$ cat config.mk
export PLATFORM = sky130hd
export DESIGN_NAME = ole_cell
export DESIGN_NICKNAME = d
export VERILOG_FILES = /design/src/design/ole_pkg.sv /design/src/design/ole_cell.sv
export SDC_FILE = /design/constraint.sdc
export NUM_CORES = 1
export LEC_CHECK = 0
export BUFFER_PORTS_ARGS = -buffer_cell sky130_fd_sc_hd__clkbuf_2
export CAP_MARGIN = 20
export CORE_ASPECT_RATIO = 0.9
export CORE_MARGIN = 5
export CORE_UTILIZATION = 43
export DETAILED_ROUTE_END_ITERATION = 7
export PLACE_DENSITY_LB_ADDON = 0.05
export SLEW_MARGIN = 20
export SYNTH_ARGS = -nofsm -noshare
export SYNTH_HDL_FRONTEND = slang
export SYNTH_SLANG_ARGS = --single-unit
$ cat constraint.sdc
create_clock -name clk_i -period 9.65 [get_ports clk_i]
set_input_delay 1.4475 -clock clk_i [delete_from_list [all_inputs] [get_ports clk_i]]
set_output_delay 1.4475 -clock clk_i [all_outputs]
set_load 0.05 [all_outputs]
$ cat src/design/ole_pkg.sv
// shared types and codes for the ordered list engine
package ole_pkg;

  localparam int unsigned REQ_W  = 4;
  localparam int unsigned WORD_W = 32;
  localparam int unsigned POS_W  = 7;
  localparam int unsigned STAT_W = 3;

  typedef enum logic [REQ_W-1:0] {
    REQ_INS_HEAD = 4'd0,
    REQ_INS_END  = 4'd1,
    REQ_INS_AT   = 4'd2,
    REQ_DEL_HEAD = 4'd3,
    REQ_DEL_END  = 4'd4,
    REQ_DEL_VAL  = 4'd5,
    REQ_CLEAR    = 4'd6,
    REQ_FIND     = 4'd7,
    REQ_READ     = 4'd8,
    REQ_WRITE    = 4'd9
  } req_e;

  typedef enum logic [STAT_W-1:0] {
    STAT_OK        = 3'd0,
    STAT_EMPTY     = 3'd1,
    STAT_NOT_FOUND = 3'd2,
    STAT_BAD_POS   = 3'd3,
    STAT_FULL      = 3'd4
  } status_e;

  typedef enum logic [1:0] {
    ST_IDLE = 2'b01,
    ST_EXEC = 2'b10
  } state_e;

  typedef struct packed {
    logic [REQ_W-1:0]         req_type;
    logic signed [WORD_W-1:0] value;
    logic [POS_W-1:0]         position;
  } in_item_t;

  typedef struct packed {
    logic [STAT_W-1:0]        status;
    logic [POS_W-1:0]         found_position;
    logic signed [WORD_W-1:0] read_value;
    logic [POS_W-1:0]         count;
    logic                     is_empty;
  } out_item_t;

  // per-cycle command broadcast to every cell
  typedef struct packed {
    logic ins;        // open a gap at idx and load the key there
    logic del_pos;    // close the gap at idx
    logic del_match;  // close the gap at the first matching cell
    logic wr;         // overwrite the cell at idx
  } cell_cmd_t;

endpackage

$ cat src/design/ole_cell.sv
// one list slot: holds a word, compares it with the key, shifts with its neighbors
module ole_cell #(
  parameter int unsigned DATA_WIDTH = 32,
  parameter int unsigned IDX_W      = 6,
  parameter int unsigned CNT_W      = 7,
  parameter int unsigned IDX        = 0
) (
  input  logic                  clk_i,
  input  ole_pkg::cell_cmd_t    cmd_i,
  input  logic [IDX_W-1:0]      idx_i,
  input  logic [CNT_W-1:0]      count_i,
  input  logic [DATA_WIDTH-1:0] key_i,
  input  logic [DATA_WIDTH-1:0] left_data_i,
  input  logic [DATA_WIDTH-1:0] right_data_i,
  input  logic                  seen_i,
  output logic                  seen_o,
  output logic                  first_o,
  output logic [DATA_WIDTH-1:0] data_o,
  output logic [DATA_WIDTH-1:0] rd_o
);

  logic [DATA_WIDTH-1:0] data_q, data_d;
  logic                  live;
  logic                  match;
  logic                  at_idx;
  logic                  above_idx;

  assign live      = CNT_W'(IDX) < count_i;
  assign match     = live && (data_q == key_i);
  assign at_idx    = idx_i == IDX_W'(IDX);
  assign above_idx = IDX_W'(IDX) > idx_i;

  // prefix of matches runs down the chain
  assign seen_o  = seen_i | match;
  assign first_o = match & ~seen_i;
  assign data_o  = data_q;
  assign rd_o    = at_idx ? data_q : '0;

  always_comb begin
    data_d = data_q;
    priority if (cmd_i.ins) begin
      if (above_idx) begin
        data_d = left_data_i;
      end else if (at_idx) begin
        data_d = key_i;
      end
    end else if (cmd_i.del_pos) begin
      if (above_idx || at_idx) begin
        data_d = right_data_i;
      end
    end else if (cmd_i.del_match) begin
      if (seen_o) begin
        data_d = right_data_i;
      end
    end else if (cmd_i.wr) begin
      if (at_idx) begin
        data_d = key_i;
      end
    end else begin
      data_d = data_q;
    end
  end

  always_ff @(posedge clk_i) begin
    data_q <= data_d;
  end

endmodule

==> impl_results.md, run 1 <==
* Area fraction of the dominant cell type after synthesis at 42.9%
* Worst vdd ir at 0.0944 mV
* Ant. Diodes at 0
* Crit. Startpoint: key_i[0]
* Leak at 0.00147 uW
* # H-tree levels at 2
* Reg-to-Reg Start: data_o[0]
* Setup TNS at 0 ps
* Cell area after synthesis at 2240 um2
* Router iterations before antenna repair at 4
* DP HPWL at 5000 um
* Post-synth EDFFs at 32
* Fin Hold WS at 724 ps
* IO Port Bufs at 148
* Synth warn at 0
* Via count at 2374
* Synth async-reset ratio at 0%
* Vias per cell at 4.96
* Post-synthesis sequential element count at 32
* Power Density at 142 nW/um2
* DRT Wirelength at 6710 um
* Period utilisation layout at 45.4%
* Number of flip-flops in the largest register at 32
* Slew Viols, Final at 0
* Clk pin slew, worst setup/hold paths at 70 ps
* Area after DPL at 3040 um2
* Antenna violations before repair at 0
* Buffer count from post-CTS setup fixing at 0
* Least-Margin Pin Slew at 1060 ps
* First-pass GRT wire length at 10600 um
* RSZ-0062 raised after global routing: no
* Post-synthesis cell type count at 22
* Clk buf depth at 2
* Setup WS post-layout at 5270 ps
* Worst slew margin at 29.0%
* Initial Util at 43.4%
* Mapped Nets at 385
* Avg Synthesized Cell Area at 8.30 um2
* CP Class: primary input to output port
* Hold path start: data_o[29]
* Boundary pin count at 181
* Tot GR Track Use at 19.6%
* Remaining antenna violation count at 0
* GRT Residual Overflow at 0
* CTS root buf: clkbuf_8
* CTS resizes at 0
* Final instance area at 3120 um2
* Pre-CTS WS at 5280 ps
* Layout Nets at 526
* Most used DFF post-synth: edfxtp_1
* Clock Sink Count at 32
* Syn Inst Count at 270
* Critical Path RT at 8200 ps
* Total core area at 5160 um2
* Post-synth top area cell: edfxtp_1
* Max_cap viols at 0
* Minimum clock period at 4380 ps
* Register area share after synthesis at 42.9%
* Die width at 86.1 um
* Setup Skew at 8.34 ps
* # hold bufs at CTS at 0
* Row count at 25
* Remaining routing DRC violations at 0
* Worst hold path type: flip-flop to flip-flop
* CP max FO at 2
* Worst Path Arrival at 2930 ps
* Crit start category: primary input
* Final Hold Fails at 0
* # setup viols final at 0
* Synth top area cells: edfxtp_1 (43%), xnor2_1 (13%), nand2_1 (11%)
* Die H at 78.5 um
* Mean routed wirelength per cell at 14.0 um
* Vias in the first global route at 2244
* Top-count cell post-synth: nand2_1
* Synth cell count leaders: nand2_1 (64), nor2_1 (38)
* Largest net degree at the start of global routing at 65
* TritonCTS buffer count at 5
* CTS tree: yes
* Syn-to-layout area delta at 39.4%
* Clock latency on the worst-skew pair at 280 ps
* F_max at 228 MHz
* Placer Congestion at 0.829
* Crit end category: output port
* DR iter-0 viols at 110
* Share of cells above drive strength 1 at 39.3%
* Status: finished clean
* Die area at 6760 um2
* Fill count at 494
## final timing paths
| kind | endpoint | slack (ps) | cells past startpoint |
|---|---|---|---|
| min | data_o[29] | 720 | 2 |
| max | first_o | 5270 | 7 |
| min reg2reg | data_o[29] | 720 | 2 |
| max reg2reg | data_o[25] | 6920 | 5 |
## worst max-delay path, cell delays in order
cell and delay, ps:
clkbuf_2 100, xnor2_1 210, nand4_1 150, nor4_1 440
nand3_1 190, nor2_1 120, clkbuf_2 280
## per-stage QoR
| step | util, % | power, uW | std cells |
|---|---|---|---|
| detailed placement | 58.9 | 349 | 471 |
| floorplan | - | 299 | 270 |
| CTS | 60.5 | 449 | 479 |
| finish | 60.5 | 444 | 479 |
| global route | 60.5 | 467 | 479 |
| global placement | 58.9 | 348 | 471 |
## cell usage in the layout (no fill, tap or decap)
cell      count
nor2b_1       1
and2_1       32
and3_2        1
clkinv_1      1
nand3_1       3
clkbuf_8      5
xnor2_1      32
buf_4         3
nor2_1       38
or4_1         1
edfxtp_1     32
a31oi_1      32
clkinv_2      2
nor4_1        1
o21bai_4      1
a211oi_1      1
o21ai_4       1
a21oi_1       1
nand2_1      64
clkbuf_2    148
nor4_2        1
nand2b_1      2
nand4_1       8
nor3_1        1
## cell type report
type                    count  area, um2  share of cell area [%]
repair buffers            151        763                    24.4
flip-flops and latches     32        961                    30.8
multi-input cells         221       1230                    39.5
well taps                  67       83.8                    2.68
clock inverters             3       13.8                   0.441
clock buffers               5       68.8                    2.20
## layer usage
metal,GRT usage [%],vias up,share of wire (%)
li1,-,1207,-
met1,25.3,1074,44
met2,32.4,86,47
met3,5.25,7,8.5
met4,4.75,0,0.85
met5,0,-,0
## where the power goes
part	switching (uW)	internal, uW	leakage (uW)
Sequential	18.4	175	0.000313
Clock	49.6	48.9	0.0000453
Combinational	103	49.5	0.00111
## kinds of logic (layout without fill, tap and decap cells)
family                 count (synthesis)  in the layout  synth area share, %
buffers and inverters                 17            159                 3.13
flip-flops                            32             32                 42.9
AO/OA/AOI/OAI                         36             36                 10.0
XOR/XNOR                              32             32                 12.5
AND/OR/NAND/NOR                      153            153                 31.4
Note: power is estimated with default switching activity, not from simulation.
==> run 2: changes to the inputs <==
--- a/config.mk
+++ b/config.mk
@@ -5,11 +5,12 @@
 export SDC_FILE = /design/constraint.sdc
 export NUM_CORES = 1
 export LEC_CHECK = 0
+export ABC_AREA = 1
 export BUFFER_PORTS_ARGS = -buffer_cell sky130_fd_sc_hd__clkbuf_2
 export CAP_MARGIN = 20
 export CORE_ASPECT_RATIO = 0.9
 export CORE_MARGIN = 5
-export CORE_UTILIZATION = 43
+export CORE_UTILIZATION = 42
 export DETAILED_ROUTE_END_ITERATION = 7
 export PLACE_DENSITY_LB_ADDON = 0.05
 export SLEW_MARGIN = 20
==> constraint.sdc (replaced) <==
create_clock -name clk_i -period 4.4 [get_ports clk_i]
set_input_delay 0.66 -clock clk_i [delete_from_list [all_inputs] [get_ports clk_i]]
set_output_delay 0.66 -clock clk_i [all_outputs]
set_load 0.05 [all_outputs]
==> run 2 against run 1 <==
Design area up 13%. Hold slack worse by 72 ps. Combinational power rose to 2.7 times the previous value. Count of clock-buffer cells in the layout unchanged. Worst setup slack worse by 3900 ps. Sequential share of layout area down 3.6 points. Via count up 27%. Power up 140%.
==> impl_results.md, run 2 <==
* # hold bufs at CTS at 0 (unchanged)
* Remaining routing DRC violations at 0 (unchanged)
* Clk pin slew, worst setup/hold paths at 60 ps (about the same)
* Post-Layout Cell Count at 627 (+31%)
* Logic pwr share at 39.3% (+5.1 points)
* Initial Util at 43.3% (-0.11 points)
* Setup TNS at 0 ps (unchanged)
* Crit. Startpoint: idx_i[1]
* Post-Place Cells at 620 (+32%)
* Minimum clock period at 3080 ps
* Crit path to: rd_o[19]
* F_max at 325 MHz
* Vias per cell at 4.81 (-2.9%)
* Commonest non-fill, non-tap cell in the layout: clkbuf_2
* Antenna violations before repair at 0 (unchanged)
* Reg power frac at 40.8% (-2.8 points)
* Max_cap viols at 0 (unchanged)
* R2R Setup Slk at 2250 ps (-4670 ps)
* Router iterations before antenna repair at 4 (unchanged)
* Total core area at 6150 um2 (+19%)
* Worst slew margin at 31.5% (+2.4 points)
* Synth top area cells: edfxtp_1 (36%), nor2_1 (17%), inv_1 (7.9%)
* Reg-to-Reg Start: data_o[8]
* CTS resizes at 0 (unchanged)
* Most frequent cells in the layout: clkbuf_2 (148), nor2_1 (118), inv_1 (56)
* Post-synth EDFFs at 32 (unchanged)
* Slew Viols, Final at 0 (unchanged)
* Final Hold Fails at 0 (unchanged)
* Crit end category: output port
* Syn-to-layout area delta at 33.0%
* First-pass GRT wire length at 12700 um (+20%)
* Vias in the first global route at 2765 (+23%)
* Cell area after synthesis at 2660 um2 (+19%)
* Clk buf depth at 2 (unchanged)
* Largest net degree at the start of global routing at 50 (-23%)
* Boundary pin count at 181 (unchanged)
* Leak at 0.00191 uW (+30%)
* Clock power share at 19.9% (-2.3 points)
* Worst hold path type: flip-flop to flip-flop
* IO Port Bufs at 148 (unchanged)
* CP max FO at 49 (+47)
* Worst vdd ir at 0.174 mV (+84%)
* Most used DFF post-synth: edfxtp_1
* CTS tree: yes
* Status: finished clean
* Area after DPL at 3460 um2 (+14%)
* Synth warn at 0 (unchanged)
* Post-synthesis sequential element count at 32 (unchanged)
* RSZ-0062 raised after global routing: no
* GRT Residual Overflow at 0 (unchanged)
* # H-tree levels at 2 (unchanged)
* Via count at 3017 (+27%)
* Fill count at 678 (+37%)
* # setup viols final at 0 (unchanged)
* TritonCTS buffer count at 5 (unchanged)
* Critical Path RT at 3740 ps (-4460 ps)
* Top-count cell post-synth: nor2_1
* Tot GR Track Use at 19.7% (+0.088 points)
* CTS root buf: clkbuf_8
* Mean routed wirelength per cell at 13.1 um (-6.4%)
* Internal at 617 uW (+130%)
* Synth cell count leaders: nor2_1 (118), inv_1 (56), nand2_1 (55)
* Worst Path Arrival at 2420 ps (-510 ps)
* Least-Margin Pin Slew at 1020 ps (-36.3 ps)
* DR iter-0 viols at 93 (-15%)
* Die width at 93.9 um (+9.1%)
* Layout Nets at 655 (+25%)
* Ant. Diodes at 0 (unchanged)
* Switch share at 41.6% (+3.2 points)
* DRT Wirelength at 8220 um (+23%)
* Number of flip-flops in the largest register at 32 (unchanged)
* Syn Inst Count at 397 (+47%)
* Power Density at 298 nW/um2 (+110%)
* Die area at 8030 um2 (+19%)
* Setup Skew at 6.16 ps (-2.17 ps)
* Pre-CTS WS at 1310 ps (-3980 ps)
* Area fraction of the dominant cell type after synthesis at 36.1% (-6.8 points)
* Mapped Nets at 512 (+33%)
* Row count at 27 (+8.0%)
* P_sw at 440 uW (+160%)
* DP HPWL at 6420 um (+28%)
* Crit start category: primary input
* Clock latency on the worst-skew pair at 280 ps (about the same)
* Final instance area at 3540 um2 (+13%)
* Period utilisation layout at 69.9%
* Post-synthesis cell type count at 23 (+4.5%)
* RR Endpoint: data_o[15]
* Avg Synthesized Cell Area at 6.71 um2 (-19%)
* Reg2Reg Depth at 10 (+5)
* Post-synth top area cell: edfxtp_1
* CP Class: primary input to output port
* Buffer count from post-CTS setup fixing at 0 (unchanged)
* Placer Congestion at 0.809 (-2.4%)
* Setup WS post-layout at 1320 ps (-3950 ps)
* Clock Sink Count at 32 (unchanged)
* Register area share after synthesis at 36.1% (-6.8 points)
* Share of cells above drive strength 1 at 29.8% (-9.5 points)
* Total Power at 1060 uW (+140%)
* Synth async-reset ratio at 0% (unchanged)
* Remaining antenna violation count at 0 (unchanged)
* Storage cell area at 961 um2 (unchanged)
* Multi-input logic area at 1390 um2 (+13%)
* Die H at 85.5 um (+9.0%)
[run 2: cell types whose count changed after synthesis, moves of 18 or more]
| cell | delta |
|---|---|
| nor2_1 | +80 |
| inv_1 | +56 |
| nand3_1 | +18 |
| and2_1 | -32 |
| xnor2_1 | -20 |
[run 2: cell type report]
type / count / area share, %
Clock buffer: 5 / 1.94
Clock inverter: 2 / 0.212
Inverter: 56 / 5.94
Multi-Input combinational cell: 292 / 39.4
Sequential cell: 32 / 27.1
Tap cell: 87 / 3.07
Timing Repair Buffer: 153 / 22.3
[run 2: how the worst min path moves through the flow]
stage	startpoint	endpoint	slack (ps)	cells after the start
2_1_floorplan	right_data_i[27]	data_o[27]	870	2
3_3_place_gp	data_o[16]	data_o[16]	630	2
3_5_place_dp	data_o[16]	data_o[16]	650	2
4_1_cts	data_o[0]	data_o[0]	660	2
5_1_grt	right_data_i[16]	data_o[16]	680	3
6_report	data_o[0]	data_o[0]	650	2
[run 2: logic make-up after synthesis]
logic type / share of synthesized area (%)
XOR/XNOR: 6.58
buffers and inverters: 11.8
AND/OR/NAND/NOR: 32.8
flip-flops: 36.1
AO/OA/AOI/OAI: 12.7
[run 2: per-layer routing]
metal | GRT usage [%] | up-vias | share of wire, %
met5 | 0 | - | 0
met4 | 4.46 | 0 | 0.77
met3 | 5.18 | 8 | 9.1
met2 | 31.7 | 103 | 46
met1 | 26.5 | 1341 | 44
li1 | - | 1565 | -
[run 2: through the flow]
step,hold WS [ps],util (%)
2_1_floorplan,875,-
3_3_place_gp,625,56.3
3_5_place_dp,647,56.3
4_1_cts,664,57.6
5_1_grt,675,57.6
6_report,651,57.6
[run 2: critical path: stages]
cell and delay, ps:
clkbuf_2 100, nor4_4 260, buf_4 250, nand2_2 380
buf_12 340, nor2_1 120, clkbuf_2 290
[run 2: power by group through the flow]
| stage | Sequential, uW | Clock [uW] | Combinational (uW) |
|---|---|---|---|
| after floorplan | 556 | 0 | 166 |
| after global placement | 436 | 0 | 413 |
| after detailed placement | 437 | 0 | 417 |
| after CTS | 431 | 219 | 418 |
| after global routing | 438 | 230 | 452 |
| final | 431 | 210 | 415 |
